### src/sv/i2c_slave_speed_link_unit_macros.svh
// Assertion macros shared by the speed link RTL.
`ifndef I2C_SLAVE_SPEED_LINK_UNIT_MACROS_SVH
`define I2C_SLAVE_SPEED_LINK_UNIT_MACROS_SVH

// Check a property on every clock edge outside reset.
`define ISL_ASSERT(name, prop, msg) \
  name: assert property (@(posedge clk_i) disable iff (!rst_ni) (prop)) else $error(msg);

// Check a property on every clock edge, reset included.
`define ISL_ASSERT_ALWAYS(name, prop, msg) \
  name: assert property (@(posedge clk_i) (prop)) else $error(msg);

`endif

### src/sv/isl_pkg.sv
// Shared types and constants of the speed link block.
`default_nettype none

package isl_pkg;

  localparam int unsigned SUM_BITS_DEFAULT = 16;
  localparam int unsigned QUEUE_DEPTH      = 2;
  localparam int unsigned DIVISOR_BITS     = 16;

  localparam logic [7:0] SCALE_RESET = 8'd1;
  localparam logic [6:0] MAG_MAX     = 7'b1111111;
  localparam logic [7:0] SIGN_BIT    = 8'b10000000;

  typedef enum logic [1:0] {
    OP_NONE,
    OP_SPEED,
    OP_OVERFLOW,
    OP_TX
  } op_e;

  typedef struct packed {
    op_e        op;
    logic [7:0] rx_byte;
    logic [7:0] count;
  } cmd_t;

  typedef struct packed {
    logic        tx_valid;
    logic [7:0]  tx_byte;
    logic        speed_valid;
    logic [15:0] speed_command;
    logic        overflow_seen;
    logic        divide_error;
  } res_t;

endpackage

`default_nettype wire

### src/sv/isl_queue.sv
// Small register queue between the front and back parts.
`default_nettype none
`include "i2c_slave_speed_link_unit_macros.svh"

module isl_queue #(
  parameter int unsigned Width = 8,
  parameter int unsigned Depth = 2
) (
  input  wire logic             clk_i,
  input  wire logic             rst_ni,
  input  wire logic             push_i,
  input  wire logic [Width-1:0] data_i,
  output logic                  full_o,
  input  wire logic             pop_i,
  output logic [Width-1:0]      data_o,
  output logic                  empty_o
);

  localparam int unsigned AddrW = (Depth > 1) ? $clog2(Depth) : 1;
  localparam int unsigned CntW  = $clog2(Depth + 1);

  logic [Width-1:0] mem_q [Depth];
  logic [AddrW-1:0] wr_ptr_q, wr_ptr_d, rd_ptr_q, rd_ptr_d;
  logic [CntW-1:0]  cnt_q, cnt_d;
  logic             do_push, do_pop;

  assign full_o  = (cnt_q == CntW'(Depth));
  assign empty_o = (cnt_q == '0);
  assign data_o  = mem_q[rd_ptr_q];
  assign do_push = push_i && !full_o;
  assign do_pop  = pop_i && !empty_o;

  always_comb begin
    wr_ptr_d = wr_ptr_q;
    rd_ptr_d = rd_ptr_q;
    cnt_d    = cnt_q;
    if (do_push) begin
      wr_ptr_d = (wr_ptr_q == AddrW'(Depth - 1)) ? '0 : wr_ptr_q + AddrW'(1);
    end
    if (do_pop) begin
      rd_ptr_d = (rd_ptr_q == AddrW'(Depth - 1)) ? '0 : rd_ptr_q + AddrW'(1);
    end
    if (do_push && !do_pop) begin
      cnt_d = cnt_q + CntW'(1);
    end else if (!do_push && do_pop) begin
      cnt_d = cnt_q - CntW'(1);
    end
  end

  always_ff @(posedge clk_i or negedge rst_ni) begin
    if (!rst_ni) begin
      wr_ptr_q <= '0;
      rd_ptr_q <= '0;
      cnt_q    <= '0;
    end else begin
      wr_ptr_q <= wr_ptr_d;
      rd_ptr_q <= rd_ptr_d;
      cnt_q    <= cnt_d;
    end
  end

  always_ff @(posedge clk_i) begin
    if (do_push) begin
      mem_q[wr_ptr_q] <= data_i;
    end
  end

  `ISL_ASSERT(a_no_push_when_full, push_i |-> !full_o, "push while queue full")
  `ISL_ASSERT(a_no_pop_when_empty, pop_i |-> !empty_o, "pop while queue empty")
  `ISL_ASSERT(a_cnt_bound, cnt_q <= CntW'(Depth), "queue count beyond depth")

endmodule

`default_nettype wire

### src/sv/isl_front.sv
// Front part: tracks the link mode and classifies each bus event.
`default_nettype none
`include "i2c_slave_speed_link_unit_macros.svh"

module isl_front import isl_pkg::*; #(
  parameter int unsigned SumBits = SUM_BITS_DEFAULT
) (
  input  wire logic               clk_i,
  input  wire logic               rst_ni,
  input  wire logic               push_i,
  input  wire logic               q_full_i,
  input  wire logic               is_read_i,
  input  wire logic               is_data_i,
  input  wire logic               rx_overflow_i,
  input  wire logic               master_nack_i,
  input  wire logic [7:0]         rx_byte_i,
  input  wire logic [SumBits-1:0] speed_sum_i,
  input  wire logic [7:0]         sample_count_i,
  output logic                    q_push_o,
  output cmd_t                    q_cmd_o,
  output logic [SumBits-1:0]      q_sum_o
);

  typedef enum logic [1:0] {
    MODE_IDLE,
    MODE_RECEIVE,
    MODE_TRANSMIT
  } mode_e;

  mode_e mode_q, mode_d;
  op_e   op;

  assign q_push_o = push_i && !q_full_i;

  always_comb begin
    mode_d = mode_q;
    op     = OP_NONE;
    unique case (mode_q)
      MODE_TRANSMIT: begin
        if (!master_nack_i) begin
          op = OP_TX;
        end else begin
          mode_d = MODE_IDLE;
        end
      end
      default: begin
        if (!is_read_i) begin
          mode_d = MODE_RECEIVE;
          if (is_data_i) begin
            op = rx_overflow_i ? OP_OVERFLOW : OP_SPEED;
          end
        end else begin
          op     = OP_TX;
          mode_d = MODE_TRANSMIT;
        end
      end
    endcase
  end

  assign q_cmd_o = '{op: op, rx_byte: rx_byte_i, count: sample_count_i};
  assign q_sum_o = speed_sum_i;

  always_ff @(posedge clk_i or negedge rst_ni) begin
    if (!rst_ni) begin
      mode_q <= MODE_IDLE;
    end else if (q_push_o) begin
      mode_q <= mode_d;
    end
  end

  `ISL_ASSERT(a_tx_enters_transmit, (q_push_o && q_cmd_o.op == OP_TX) |=> mode_q == MODE_TRANSMIT,
              "transmit event did not leave link in transmit mode")

endmodule

`default_nettype wire

### src/sv/isl_back.sv
// Back part: decodes speed commands and averages the speed sum for transmit.
`default_nettype none
`include "i2c_slave_speed_link_unit_macros.svh"

module isl_back import isl_pkg::*; #(
  parameter int unsigned SumBits = SUM_BITS_DEFAULT
) (
  input  wire logic               clk_i,
  input  wire logic               rst_ni,
  input  wire logic               cfg_valid_i,
  input  wire logic [7:0]         cfg_data_i,
  input  wire logic               q_empty_i,
  input  wire cmd_t               q_cmd_i,
  input  wire logic [SumBits-1:0] q_sum_i,
  output logic                    q_pop_o,
  input  wire logic               pop_i,
  output res_t                    res_o,
  output logic                    res_valid_o
);

  localparam int unsigned CntW = $clog2(SumBits);
  localparam int unsigned DivW = DIVISOR_BITS;

  typedef enum logic {
    B_IDLE,
    B_DIV
  } state_e;

  state_e            state_q, state_d;
  logic [7:0]        scale_q;
  logic [CntW-1:0]   cnt_q, cnt_d;
  logic [DivW-1:0]   divisor_q, divisor_d;
  logic [DivW-1:0]   rem_q, rem_d;
  logic [SumBits-1:0] dq_q, dq_d;
  logic              neg_q, neg_d;
  logic              out_valid_q, out_valid_d;
  res_t              out_q, out_d;

  logic              take, div_zero, start_div, last_step, ge;
  logic [DivW:0]     trial;
  logic [SumBits-1:0] quot, sum_mag;
  logic [6:0]        mag;
  logic [14:0]       spd_mag;
  logic [15:0]       spd_ext;
  res_t              res_direct, res_div;

  assign take      = (state_q == B_IDLE) && !q_empty_i && (!out_valid_q || pop_i);
  assign q_pop_o   = take;
  assign div_zero  = (q_cmd_i.count == '0) || (scale_q == '0);
  assign start_div = take && (q_cmd_i.op == OP_TX) && !div_zero;
  assign last_step = (state_q == B_DIV) && (cnt_q == CntW'(SumBits - 1));

  // Speed command: sign-magnitude byte times scale.
  assign spd_mag = {8'b0, q_cmd_i.rx_byte[6:0]} * {7'b0, scale_q};
  assign spd_ext = {1'b0, spd_mag};
  assign sum_mag = q_sum_i[SumBits-1] ? (~q_sum_i + SumBits'(1)) : q_sum_i;

  always_comb begin
    res_direct = '0;
    case (q_cmd_i.op)
      OP_SPEED: begin
        res_direct.speed_valid   = 1'b1;
        res_direct.speed_command = (q_cmd_i.rx_byte & SIGN_BIT) != '0 ?
                                   (~spd_ext + 16'd1) : spd_ext;
      end
      OP_OVERFLOW: res_direct.overflow_seen = 1'b1;
      OP_TX: begin
        res_direct.tx_valid     = 1'b1;
        res_direct.divide_error = 1'b1;
      end
      default: res_direct = '0;
    endcase
  end

  // One restoring step per cycle: |sum| / (count * scale).
  assign trial = {rem_q, dq_q[SumBits-1]};
  assign ge    = trial >= {1'b0, divisor_q};
  assign quot  = {dq_q[SumBits-2:0], ge};
  assign mag   = (quot[SumBits-1:7] != '0) ? MAG_MAX : quot[6:0];

  always_comb begin
    res_div          = '0;
    res_div.tx_valid = 1'b1;
    res_div.tx_byte  = (neg_q && mag != '0) ? (SIGN_BIT | {1'b0, mag}) : {1'b0, mag};
  end

  always_comb begin
    state_d     = state_q;
    cnt_d       = cnt_q;
    divisor_d   = divisor_q;
    rem_d       = rem_q;
    dq_d        = dq_q;
    neg_d       = neg_q;
    out_d       = out_q;
    out_valid_d = out_valid_q && !pop_i;
    unique case (state_q)
      B_IDLE: begin
        if (start_div) begin
          state_d   = B_DIV;
          cnt_d     = '0;
          divisor_d = {8'b0, q_cmd_i.count} * {8'b0, scale_q};
          rem_d     = '0;
          dq_d      = sum_mag;
          neg_d     = q_sum_i[SumBits-1];
        end else if (take) begin
          out_d       = res_direct;
          out_valid_d = 1'b1;
        end
      end
      B_DIV: begin
        rem_d = ge ? DivW'(trial - {1'b0, divisor_q}) : trial[DivW-1:0];
        dq_d  = quot;
        cnt_d = cnt_q + CntW'(1);
        if (last_step) begin
          state_d     = B_IDLE;
          out_d       = res_div;
          out_valid_d = 1'b1;
        end
      end
      default: state_d = B_IDLE;
    endcase
  end

  always_ff @(posedge clk_i or negedge rst_ni) begin
    if (!rst_ni) begin
      state_q     <= B_IDLE;
      out_valid_q <= 1'b0;
      scale_q     <= SCALE_RESET;
    end else begin
      state_q     <= state_d;
      out_valid_q <= out_valid_d;
      if (cfg_valid_i) begin
        scale_q <= cfg_data_i;
      end
    end
  end

  always_ff @(posedge clk_i) begin
    cnt_q     <= cnt_d;
    divisor_q <= divisor_d;
    rem_q     <= rem_d;
    dq_q      <= dq_d;
    neg_q     <= neg_d;
    out_q     <= out_d;
  end

  assign res_o       = out_q;
  assign res_valid_o = out_valid_q;

  `ISL_ASSERT(a_div_result_slot_free, last_step |-> (!out_valid_q || pop_i),
              "division finished while result register still held")
  `ISL_ASSERT(a_no_tx_no_byte, (out_valid_q && !out_q.tx_valid) |-> out_q.tx_byte == '0,
              "transmit byte set without transmit")

endmodule

`default_nettype wire

### src/sv/i2c_slave_speed_link_unit.sv
// Top level of the I2C slave speed link: front classifier, queue, back executor.
//
//   channel  direction  handshake              payload
//   event    in         push / full            is_read .. sample_count
//   result   out        empty / pop            tx_valid .. divide_error
//   config   in         cfg_valid / cfg_ready  speed_scale (8 bit)
//
// An event is taken in the cycle it is pushed while the queue has room.
// The back part answers address, speed and overflow events, and a transmit with
// zero count or scale, directly; other transmits use the one-bit-per-cycle divider.
// Reset leaves the link idle, the queue and result register empty, scale at 1.
// A stalled result port holds the result register; the queue then fills.
`default_nettype none

module i2c_slave_speed_link_unit import isl_pkg::*; #(
  parameter int unsigned SumBits = SUM_BITS_DEFAULT
) (
  input  wire logic               clk_i,
  input  wire logic               rst_ni,
  input  wire logic               push,
  output logic                    full,
  input  wire logic               is_read_i,
  input  wire logic               is_data_i,
  input  wire logic               rx_overflow_i,
  input  wire logic               master_nack_i,
  input  wire logic [7:0]         rx_byte_i,
  input  wire logic [SumBits-1:0] speed_sum_i,
  input  wire logic [7:0]         sample_count_i,
  output logic                    empty,
  input  wire logic               pop,
  output logic                    tx_valid_o,
  output logic [7:0]              tx_byte_o,
  output logic                    speed_valid_o,
  output logic signed [15:0]      speed_command_o,
  output logic                    overflow_seen_o,
  output logic                    divide_error_o,
  input  wire logic               cfg_valid_i,
  output logic                    cfg_ready_o,
  input  wire logic [7:0]         cfg_data_i
);

  localparam int unsigned QW = $bits(cmd_t) + SumBits;

  logic               q_push, q_full, q_pop, q_empty, res_valid;
  cmd_t               f_cmd, b_cmd;
  logic [SumBits-1:0] f_sum, b_sum;
  logic [QW-1:0]      q_wdata, q_rdata;
  res_t               res;

  assign cfg_ready_o = 1'b1;

  isl_front #(.SumBits(SumBits)) u_front (
    .clk_i,
    .rst_ni,
    .push_i         (push),
    .q_full_i       (q_full),
    .is_read_i,
    .is_data_i,
    .rx_overflow_i,
    .master_nack_i,
    .rx_byte_i,
    .speed_sum_i,
    .sample_count_i,
    .q_push_o       (q_push),
    .q_cmd_o        (f_cmd),
    .q_sum_o        (f_sum)
  );

  assign q_wdata = {f_cmd, f_sum};
  assign full    = q_full;

  isl_queue #(.Width(QW), .Depth(QUEUE_DEPTH)) u_queue (
    .clk_i,
    .rst_ni,
    .push_i  (q_push),
    .data_i  (q_wdata),
    .full_o  (q_full),
    .pop_i   (q_pop),
    .data_o  (q_rdata),
    .empty_o (q_empty)
  );

  assign b_cmd = q_rdata[QW-1:SumBits];
  assign b_sum = q_rdata[SumBits-1:0];

  isl_back #(.SumBits(SumBits)) u_back (
    .clk_i,
    .rst_ni,
    .cfg_valid_i (cfg_valid_i && cfg_ready_o),
    .cfg_data_i,
    .q_empty_i   (q_empty),
    .q_cmd_i     (b_cmd),
    .q_sum_i     (b_sum),
    .q_pop_o     (q_pop),
    .pop_i       (pop),
    .res_o       (res),
    .res_valid_o (res_valid)
  );

  assign empty           = !res_valid;
  assign tx_valid_o      = res.tx_valid;
  assign tx_byte_o       = res.tx_byte;
  assign speed_valid_o   = res.speed_valid;
  assign speed_command_o = res.speed_command;
  assign overflow_seen_o = res.overflow_seen;
  assign divide_error_o  = res.divide_error;

endmodule

`default_nettype wire

### config.mk
export PLATFORM = sky130hd
export DESIGN_NAME = i2c_slave_speed_link_unit
export DESIGN_NICKNAME = d
export VERILOG_FILES = /design/src/sv/isl_pkg.sv /design/src/sv/isl_queue.sv /design/src/sv/isl_front.sv /design/src/sv/isl_back.sv /design/src/sv/i2c_slave_speed_link_unit.sv
export VERILOG_INCLUDE_DIRS = /design/src /design/src/sv
export SDC_FILE = /design/constraint.sdc
export NUM_CORES = 1
export LEC_CHECK = 0
export ABC_AREA = 0
export BUFFER_PORTS_ARGS = -buffer_cell sky130_fd_sc_hd__buf_2
export CELL_PAD_IN_SITES_DETAIL_PLACEMENT = 1
export CELL_PAD_IN_SITES_GLOBAL_PLACEMENT = 1
export CORE_AREA = 4 4 158 160
export DETAILED_ROUTE_END_ITERATION = 8
export DIE_AREA = 0 0 162 164
export PLACE_DENSITY_LB_ADDON = 0.2
export SYNTH_ARGS = -nofsm -noshare
export SYNTH_HDL_FRONTEND = slang
export SYNTH_SLANG_ARGS = --single-unit
### constraint.sdc
create_clock -name clk_i -period 9.09 [get_ports clk_i]
set_input_delay 0.4545 -clock clk_i [delete_from_list [all_inputs] [get_ports clk_i]]
set_output_delay 0.4545 -clock clk_i [all_outputs]
set_load 0.03 [all_outputs]
Yosys cells after proc, flatten, opt, wreduce, memory -nomap -nowiden. Memories as Yosys holds them, arrays and structs flattened. Cells that the tools add are included.

Multipliers: 2. Equal/unequal tests: 11. Multiplexer cells: 39. Reductions and logical operators: 30. Magnitude comparators: 1. $add $sub $neg: 8. Shift operators: 0. Bitwise logic cells: 3. Div/mod/pow operators: 0.

Operators by type and width (number): 28-bit 2-to-1 mux (3); 16-bit 2-to-1 mux (5); 16-bit case mux with 2 select lines (2); 28-bit case mux with 2 select lines (1); 16-bit by 1-bit adder with 16-bit output, second input constant (2); 2-bit 2-to-1 mux (10); 17-bit by 16-bit greater-or-equal comparator with 1-bit output (1); 17-bit 2-to-1 mux (1); 8-bit logical NOT (2); 8-bit by 8-bit multiplier with 16-bit output (1); 15-bit inverter with 16-bit output (1); 16-bit inverter (1); 16-bit subtractor (1); 7-bit by 8-bit multiplier with 15-bit output (1); 1-bit logical AND (12); 1-bit 2-to-1 mux (11); 9-bit nonzero test (1); 2-bit equality test, second input constant (4); 8-bit 2-to-1 mux (1); 4-bit case mux with 2 select lines (1); 1-bit logical NOT (7); 7-bit 2-to-1 mux (1); 7-bit nonzero test (1); 2-bit != test, second input constant (3); other kinds (15) (20).

Memory bits (writable): 68. Bits in latches: 0. Logic and storage cells: 113. Register bits after elaboration: 97. Input bits: 49. Output and inout bits: 31. ROM bits: 0. Memories kept: 1.

Memory list: u_queue.mem_q (depth 2, width 34, rd ports 1, clocked after Yosys merged registers in 0, write ports 1, line isl_queue.sv:22) `logic [Width-1:0] mem_q [Depth];`.

Longest topological paths before layout. Gate-level depths: netlist (run 1). An unclocked memory read counts as a cell.

Word-level depth: 9. Mapped depth: 25. Gate-level depth less buffers: 19.

Hierarchy. Synthesis (run 1) repeated with hierarchy kept, for this count alone.

Cell total of the unflattened synthesis: 1075. Area total of the unflattened synthesis: 12120.4 µm².

Modules (own cells, without submodules): isl_back (seq. area each 2683.8 µm², cells an instance 898, area each 8929.8 µm², instances 1); isl_queue (seq. area each 2142.1 µm², cells an instance 125, area each 2801.4 µm², instances 1); isl_front (seq. area each 50.0 µm², cells an instance 49, area each 374.1 µm², instances 1); i2c_slave_speed_link_unit (seq. area each 0.0 µm², cells an instance 3, area each 15.0 µm², instances 1).

Worst setup path before layout (run 1). No wires, ideal clock.

Kind: reg2reg. Start: reg u_queue.rd_ptr_q. End: reg u_back.out_q, in the netlist u_back.res_o[16], data pin. Period minus slack after synthesis: 6.398 ns. Cell stages (with the launch flop): 25. Path slack: 2.692 ns. Path buffers: 5. Library setup time: 0.254 ns. Required time: 8.836 ns. Data arrival time: 6.143 ns. Cells stage by stage: dfrtp_1 -> buf_4 -> buf_4 -> buf_2 -> buf_2 -> buf_2 -> mux2i_1 -> nor2b_1 -> fa_1 -> inv_1 -> fa_1 -> inv_1 -> fa_1 -> inv_1 -> fa_1 -> inv_1 -> ha_1 -> nand4_2 -> nor3_1 -> or4_1 -> a41oi_1 -> xnor2_1 -> o41ai_2 -> xor2_1 -> nor2_1.

Longest elaborated chain between the ends: 9. Elaborated cells between the ends (all ways): 10. Classes of those cells: add/sub: 1; mul: 1; eq/ne: 1; mux: 5; bitwise: 1; memory: 1.

RTL lines: start, declared (line isl_queue.sv:23) `logic [AddrW-1:0] wr_ptr_q, wr_ptr_d, rd_ptr_q, rd_ptr_d;`; start signal, assigned (line isl_queue.sv:57) `rd_ptr_q <= rd_ptr_d;`; memory 2 x 34 bit *; 7-bit by 8-bit multiplier with 15-bit output (line isl_back.sv:54) `assign spd_mag = {8'b0, q_cmd_i.rx_byte[6:0]} * {7'b0, scale_q};`; 15-bit inverter with 16-bit output (line isl_back.sv:64) `(~spd_ext + 16'd1) : spd_ext;`; 16-bit by 1-bit adder with 16-bit output (line isl_back.sv:64); 16-bit 2-to-1 mux (line isl_back.sv:63) `res_direct.speed_command = (q_cmd_i.rx_byte & SIGN_BIT) != '0 ?`; 17-bit 2-to-1 mux * (line isl_back.sv:60) `case (q_cmd_i.op)`; 28-bit 2-to-1 mux * (line isl_back.sv:105) `end else if (take) begin`; 28-bit 2-to-1 mux * (line isl_back.sv:98) `if (start_div) begin`; 28-bit case mux with 2 select lines * (line isl_back.sv:96) `unique case (state_q)`; end signal, assigned (line isl_back.sv:144) `out_q <= out_d;`; end, declared (line isl_back.sv:37) `res_t out_q, out_d;`.

Mark *: on every way between the ends. The rest lies on a longest branch, timed or not. The select of a mux whose other input is x is not followed. A chain may end at the register's enable or synchronous reset.

Final worst setup path (run 1).
Start: reg u_queue.rd_ptr_q. End: reg u_back.divisor_q[15], data pin.

Longest elaborated chain between the ends: 2.

RTL lines: memory 2 x 34 bit; 8-bit by 8-bit multiplier with 16-bit output (line isl_back.sv:101) `divisor_d = {8'b0, q_cmd_i.count} * {8'b0, scale_q};`; end signal, assigned (line isl_back.sv:140) `divisor_q <= divisor_d;`; end, declared (line isl_back.sv:32) `logic [DivW-1:0] divisor_q, divisor_d;`.

No other way between the ends.

==> key figures, run 1 <==
Clock tree
  • CTS Sinks: between 150 and 200
  • # Post-CTS Setup Buffers: 0
  • Cts bufs inserted: 17
  • CTS tree: done
  • CTS HTree Levels: 4
  • CTS root buf: clkbuf_16
  • Reg clk slew, reported paths: 80 ps
  • Cts hold-fix bufs: 1
  • Post-CTS Resized: 0
  • Clk Latency, worst-skew pair: around 440 ps
  • Clock buffer depth: 2

Floorplan
  • Die X: 162 microns
  • IO Count: 80
  • Starting Density: 49.99%
  • Rows: 56
  • Core area: approximately 23000 sq um
  • DIE HEIGHT: 164 microns
  • Die area: 26570 sq um

Critical path
  • Critical path required time: 9270 ps
  • FF-to-FF Start: u_queue.rd_ptr_q$_DFFE_PN0P_
  • Crit path launch: u_queue.rd_ptr_q$_DFFE_PN0P_
  • Worst EP arrival: around 6700 ps
  • Startpoint Class: flop
  • FF-to-FF setup slack: 2540 ps
  • Largest fanout on the critical path: 33
  • Kind of critical path: reg -> reg
  • Setup crit end kind: flop

Run status
  • Status: completed

Logic synthesis
  • Post-synth ARST share: 9.697%
  • #FFs+latches synth: between 150 and 200
  • Dominant cells by area after synthesis: edfxtp_1 38%, fa_1 11%, ha_1 9.5%
  • Ys flop type: edfxtp_1
  • Mean Syn Cell Area: 10.89 sq um
  • Area leader, netlist: edfxtp_1
  • Register area share after synthesis: 41.67%
  • Synthesized cell area: 11700 sq um
  • Post-Synthesis Cells: 1074
  • Post-synth EDFFs: 149
  • Area fraction of the dominant cell type after synthesis: 38.24%
  • Mapped Nets: 1278
  • Synth cell types: 71
  • Yosys warns: 0

Timing
  • Setup Viol. Count Final: 0
  • Setup tns final: 0 ps
  • Final period util: 72.05%
  • Slew Limit Fails: 0
  • Final hold violations: 0
  • Worst-Margin Slew: between 1000 and 1500 ps
  • Unrepaired setup endpoints after global routing: false
  • Fmax: 0.1527 GHz
  • Final min period: 6550 ps
  • Headroom to the max-slew limit: 24.20%
  • Worst Skew: between 15 and 20 ps

Drt
  • Drt drc: 0
  • Drt total wl: ~30000 microns
  • Total number of vias: roughly 8100
  • DR iter-0 viols: 436
  • Via density: roughly 5.5
  • DRT Pass-1 Iters: 5
  • Post-DRT Antenna Nets: 0
  • Wire per inst: 19.89 microns

Global routing
  • Pin count of the biggest net entering global routing: 38
  • Vias in the first global route: about 9100
  • M1 GR Usage: about 28%
  • Grt ovf: 0
  • First-pass GRT wire length: 48670 microns
  • Total track usage: 23.29%
  • Met2 Usage GRT: between 40% and 50%
  • GRT busiest layer: met2
  • Initial antenna violation count: 5
  • Grt met3 use: 4.341%

Min path
  • Hold path start: rx_byte_i[7]
  • HP Class: in -> reg

Cells and area
  • Area Growth Syn to Fin: 11.69%
  • Diodes inserted: 0
  • Most common cell after layout, fill and taps aside: edfxtp_1
  • Fin nets: 1354
  • Share of cells above drive strength 1: 13.24%
  • Commonest non-fill, non-tap cells in the layout: 149 x edfxtp_1, 107 x inv_1, 90 x nor2_1

Place
  • Post-DP HPWL: 21680 microns
  • GP Congestion: slightly above 0.8
  • IO buf count: 78

Flow run
  • Max capacitance violation total: 0
==> worst max-delay path, cell delays in order (launching register included) <==
cell and delay (ps):
dfrtp_2 760, buf_4 480, mux2i_1 740, nor2b_1 160, fa_1 460, fa_1 540, inv_1 50, fa_1 470
fa_1 570, inv_1 60, ha_1 340, o21a_1 140, o21ai_0 250, a21oi_1 140, and4_1 210, a2111oi_0 590
a21oi_1 170, xnor2_1 160
==> cell type report <==
| cell class | count | area (sq um) |
|---|---|---|
| fillers | 2567 | 10330 |
| multi-input cells | 770 | 6289 |
| flip-flops and latches | 165 | 4877 |
| repair buffers | 88 | 467.9 |
| clock buffers | 17 | 425.4 |
| inverters | 108 | 405.4 |
| well taps | 319 | 399.1 |
| clock inverters | 15 | 203.9 |
==> sequential cells by signal (all words and copies together), names as in the netlist <==
name	cells
u_back.res_o	28
u_back.scale_q	8
u_back.cnt_q	4
u_queue.mem_q	68
u_back.dq_q	16
u_back.res_valid_o	1
u_back.state_q	1
u_back.rem_q	16
u_back.neg_q	1
u_queue.cnt_q	2
u_queue.wr_ptr_q	1
u_back.divisor_q	16
u_queue.rd_ptr_q	1
u_front.mode_q	2
==> cell usage after synthesis (13+ instances only) <==
| library cell | number |
|---|---|
| a21oi_1 | 41 |
| and2_1 | 44 |
| clkbuf_1 | 15 |
| dfrtp_1 | 15 |
| edfxtp_1 | 149 |
| fa_1 | 66 |
| ha_1 | 89 |
| inv_1 | 107 |
| mux2_2 | 18 |
| mux2i_1 | 32 |
| nand2_1 | 78 |
| nand2b_1 | 15 |
| nand3_1 | 13 |
| nor2_1 | 92 |
| nor2b_1 | 54 |
| nor3_1 | 13 |
| o21ai_0 | 40 |
| xnor2_1 | 38 |
| xor2_1 | 28 |
==> stage by stage <==
step	area [sq um]	std cells	util, %	hold slack (ps)	setup WS [ps]
2_1_floorplan	11700	1074	-	158.9	2692
3_3_place_gp	12430	1449	53.11	431.7	2755
3_5_place_dp	12430	1449	53.11	439.5	2558
4_1_cts	13070	1482	55.84	188.1	2458
5_1_grt	13070	1482	55.84	185.4	2110
6_report	13070	1482	55.84	201.6	2540
==> path summary, 6_finish.rpt <==
kind,to,depth (start not counted)
setup / recovery,u_back.divisor_q[15]$_DFFE_PP_,17
hold / removal,u_queue.mem_q[1][31]$_DFFE_PP_,1
setup reg to reg,u_back.divisor_q[15]$_DFFE_PP_,17
hold reg to reg,u_queue.cnt_q[1]$_DFFE_PN0P_,1
max in group asynchronous,u_back.scale_q[0]$_DFFE_PN1P_,2
min in group asynchronous,u_queue.cnt_q[0]$_DFFE_PN0P_,2
==> cell families after synthesis <==
logic type                 after synthesis  synth area share, %
other                                    1              0.03205
and+or+nand+nor                        350                15.11
muxes                                   50                4.470
buffers and inverters                  139                4.855
adders and majority gates              155                20.81
DFF                                    165                41.67
AOI/OAI and AO/OA                      148                8.106
xor gates and xnor gates                66                4.941
==> routing by layer <==
layer  vias up  routed length (microns)
met3        34                      903
li1       3845                        -
met1      4100                    12460
met4         8                      440
met5         -                       57
met2       111                    15610
Power of run 1 is not shown: default switching activity piles up to over one toggle a cycle in this logic, so the estimate is an artifact.
==> run 2: changes to the inputs <==
Settings changed: CORE_AREA 4 4 158 160 to 4 4 167 169, DIE_AREA 0 0 162 164 to 0 0 171 173.
Clock period 9.09 ns to 5.7 ns, I/O delays scaled along.
==> key figures, run 2 (synthesized netlist as in run 1, its figures left out) <==
Run status
  • Status: completed (unchanged)

Cells and area
  • Share of cells above drive strength 1: 16.78% (was 13.24%)
  • Fin nets: 1383 (was 1354)
  • Area Growth Syn to Fin: 14.70% (was 11.69%)
  • Commonest non-fill, non-tap cells in the layout: 149 x edfxtp_1, 107 x inv_1, 90 x nor2_1 (unchanged)
  • Post-Layout Cell Count: 1533 (was 1482)
  • Design area: 13420 sq um (was 13070 sq um)
  • Diodes inserted: 0 (unchanged)
  • Most common cell after layout, fill and taps aside: edfxtp_1 (unchanged)
  • Max FFs per register: 68 (unchanged)
  • Top reg by flops: u_queue.mem_q (unchanged)
  • Post-layout util: 50.50% (was 55.84%)

Critical path
  • FF-to-FF Start: u_queue.rd_ptr_q$_DFFE_PN0P_ (unchanged)
  • Slowest-stage cell, CP: dfrtp_4 (was dfrtp_2)
  • Setup crit end kind: flop (unchanged)
  • Largest fanout on the critical path: 7 (was 33)
  • Critical path required time: 5860 ps (was 9270 ps)
  • Worst stage delay on the critical path: 580 ps (was 760 ps)
  • Cell mode on critical path: fa_1 (unchanged)
  • Critical path, cell by cell: mux2_4 -> and2_4 -> fa_1 -> fa_1 -> fa_1 -> inv_1 -> fa_1 -> inv_1 -> ha_2 -> nand4_4 -> o21ai_1 -> or4_4 -> a41oi_2 -> xnor2_2 -> or3_1 -> nor3_2 -> nor3_1 (was buf_4 -> mux2i_1 -> nor2b_1 -> fa_1 -> fa_1 -> inv_1 -> fa_1 -> fa_1 -> inv_1 -> ha_1 -> o21a_1 -> o21ai_0 -> a21oi_1 -> and4_1 -> a2111oi_0 -> a21oi_1 -> xnor2_1)
  • Worst EP arrival: 5660 ps (was 6730 ps)
  • FF-to-FF setup slack: 200 ps (was 2540 ps)
  • Register-to-Register Path Depth: 17 (unchanged)
  • Reg2Reg Capture Point: u_back.res_o[17]$_SDFFCE_PP0P_ (was u_back.divisor_q[15]$_DFFE_PP_)
  • Kind of critical path: reg -> reg (unchanged)
  • Startpoint Class: flop (unchanged)

Global routing
  • Total track usage: 20.20% (was 23.29%)
  • Vias in the first global route: 8977 (was 9139)
  • First-pass GRT wire length: 47340 microns (was 48670 microns)
  • Grt ovf: 0 (unchanged)
  • Pin count of the biggest net entering global routing: 38 (unchanged)
  • Initial antenna violation count: 3 (was 5)

Clock tree
  • CTS root buf: clkbuf_16 (unchanged)
  • Clock buffer depth: 2 (unchanged)
  • CTS Sinks: 165 (unchanged)
  • CTS tree: done (unchanged)
  • Clk Latency, worst-skew pair: 440 ps (about the same)
  • CTS HTree Levels: 4 (unchanged)
  • Reg clk slew, reported paths: 80 ps (about the same)
  • Cts bufs inserted: 17 (unchanged)

Drt
  • DRT Pass-1 Iters: 5 (unchanged)
  • Wl on met1: 12750 microns (was 12460 microns)
  • Post-DRT Antenna Nets: 0 (unchanged)
  • Total number of vias: 8073 (was 8098)
  • Drt drc: 0 (unchanged)
  • Via density: 5.266 (was 5.464)
  • DR iter-0 viols: 515 (was 436)
  • Top routing layer in use: met5 (unchanged)
  • Wire length on met2: 15200 microns (was 15610 microns)
  • Drt total wl: 29050 microns (was 29480 microns)
  • Wire per inst: 18.95 microns (was 19.89 microns)
  • Routed wl met3: 666 microns (was 903 microns)

Timing
  • Worst Skew: 19.58 ps (was 16.79 ps)
  • Worst-Margin Slew: 1147 ps (was 1137 ps)
  • Final hold violations: 0 (unchanged)
  • Setup Viol. Count Final: 0 (unchanged)
  • Final min period: 5503 ps (was 6550 ps)
  • Setup tns final: 0 ps (unchanged)
  • Headroom to the max-slew limit: 23.32% (was 24.20%)
  • Final period util: 96.54% (was 72.05%)
  • Slew Limit Fails: 0 (unchanged)
  • Fmax: 0.1817 GHz (was 0.1527 GHz)

Floorplan
  • Starting Density: 44.03% (was 49.99%)
  • Die X: 171 microns (was 162 microns)
  • DIE HEIGHT: 173 microns (was 164 microns)
  • Rows: 60 (was 56)
  • Die area: 29580 sq um (was 26570 sq um)
  • IO Count: 80 (unchanged)
  • Core area: 26580 sq um (was 23400 sq um)

Place
  • Post-DP HPWL: 21640 microns (was 21680 microns)
  • IO buf count: 78 (unchanged)
  • DP Area: 12730 sq um (was 12430 sq um)
  • GP Congestion: 0.8119 (was 0.8242)
  • DP Cell Count: 1490 (was 1449)

Min path
  • Hold depth: 1 (unchanged)
  • Hold path start: speed_sum_i[15] (was rx_byte_i[7])
  • Hold endpoint: u_queue.mem_q[1][15]$_DFFE_PP_ (was u_queue.mem_q[1][31]$_DFFE_PP_)
  • HP Class: in -> reg (unchanged)

Flow run
  • Max capacitance violation total: 0 (unchanged)
run 2: worst max-delay path: cells and delay by family, from the launching register on:
family / cells / cell delay, ps
fa+ha+maj: 5 / 2310
flops: 1 / 580
simple gates: 6 / 1390
mux: 1 / 370
xor+xnor: 1 / 120
buf+inv: 2 / 90
compound gates: 2 / 360
run 2: worst max-delay path by stage:
stage,start,to,slack (ps),cells after the start
global placement,u_queue.rd_ptr_q$_DFFE_PN0P_,u_back.res_o[17]$_SDFFCE_PP0P_,170,18
CTS,u_queue.rd_ptr_q$_DFFE_PN0P_,u_back.res_o[17]$_SDFFCE_PP0P_,9,19
detailed placement,u_queue.rd_ptr_q$_DFFE_PN0P_,u_back.res_o[17]$_SDFFCE_PP0P_,30,19
finish,u_queue.rd_ptr_q$_DFFE_PN0P_,u_back.res_o[17]$_SDFFCE_PP0P_,200,17
global route,u_queue.rd_ptr_q$_DFFE_PN0P_,u_back.divisor_q[15]$_DFFE_PP_,-20,17
floorplan,u_queue.rd_ptr_q$_DFFE_PN0P_,u_back.res_o[17]$_SDFFCE_PP0P_,-190,23
run 2: layout make-up:
class	instances	area (sq um)
inverters	108	405.4
well taps	341	426.7
fillers	2912	13160
repair buffers	117	698.2
flip-flops and latches	165	4880
multi-input cells	770	6442
clock buffers	17	425.4
clock inverters	15	142.6
run 2: what timing repair did:
item                       CTS  global route
hold endpoints to repair    15             0
setup endpoints to repair    0             7
gates resized for setup      0            11
hold buffers                 1             0
setup buffers                0            10
run 2: per-stage QoR:
stage,hold slack (ps),setup WS [ps]
final,29.25,197.3
after floorplan,-10.59,-191.5
after detailed placement,274.1,29.99
after global placement,270.5,171.5
after global routing,12.56,-15.77
after CTS,20.69,9.327
run 2: per-layer routing:
layer	GRT usage, %	up-vias
met3	3.452	33
met1	26.05	4040
met5	0	-
li1	-	3907
met4	4.523	6
met2	35.54	87
Power of run 2 is left out for the same reason.
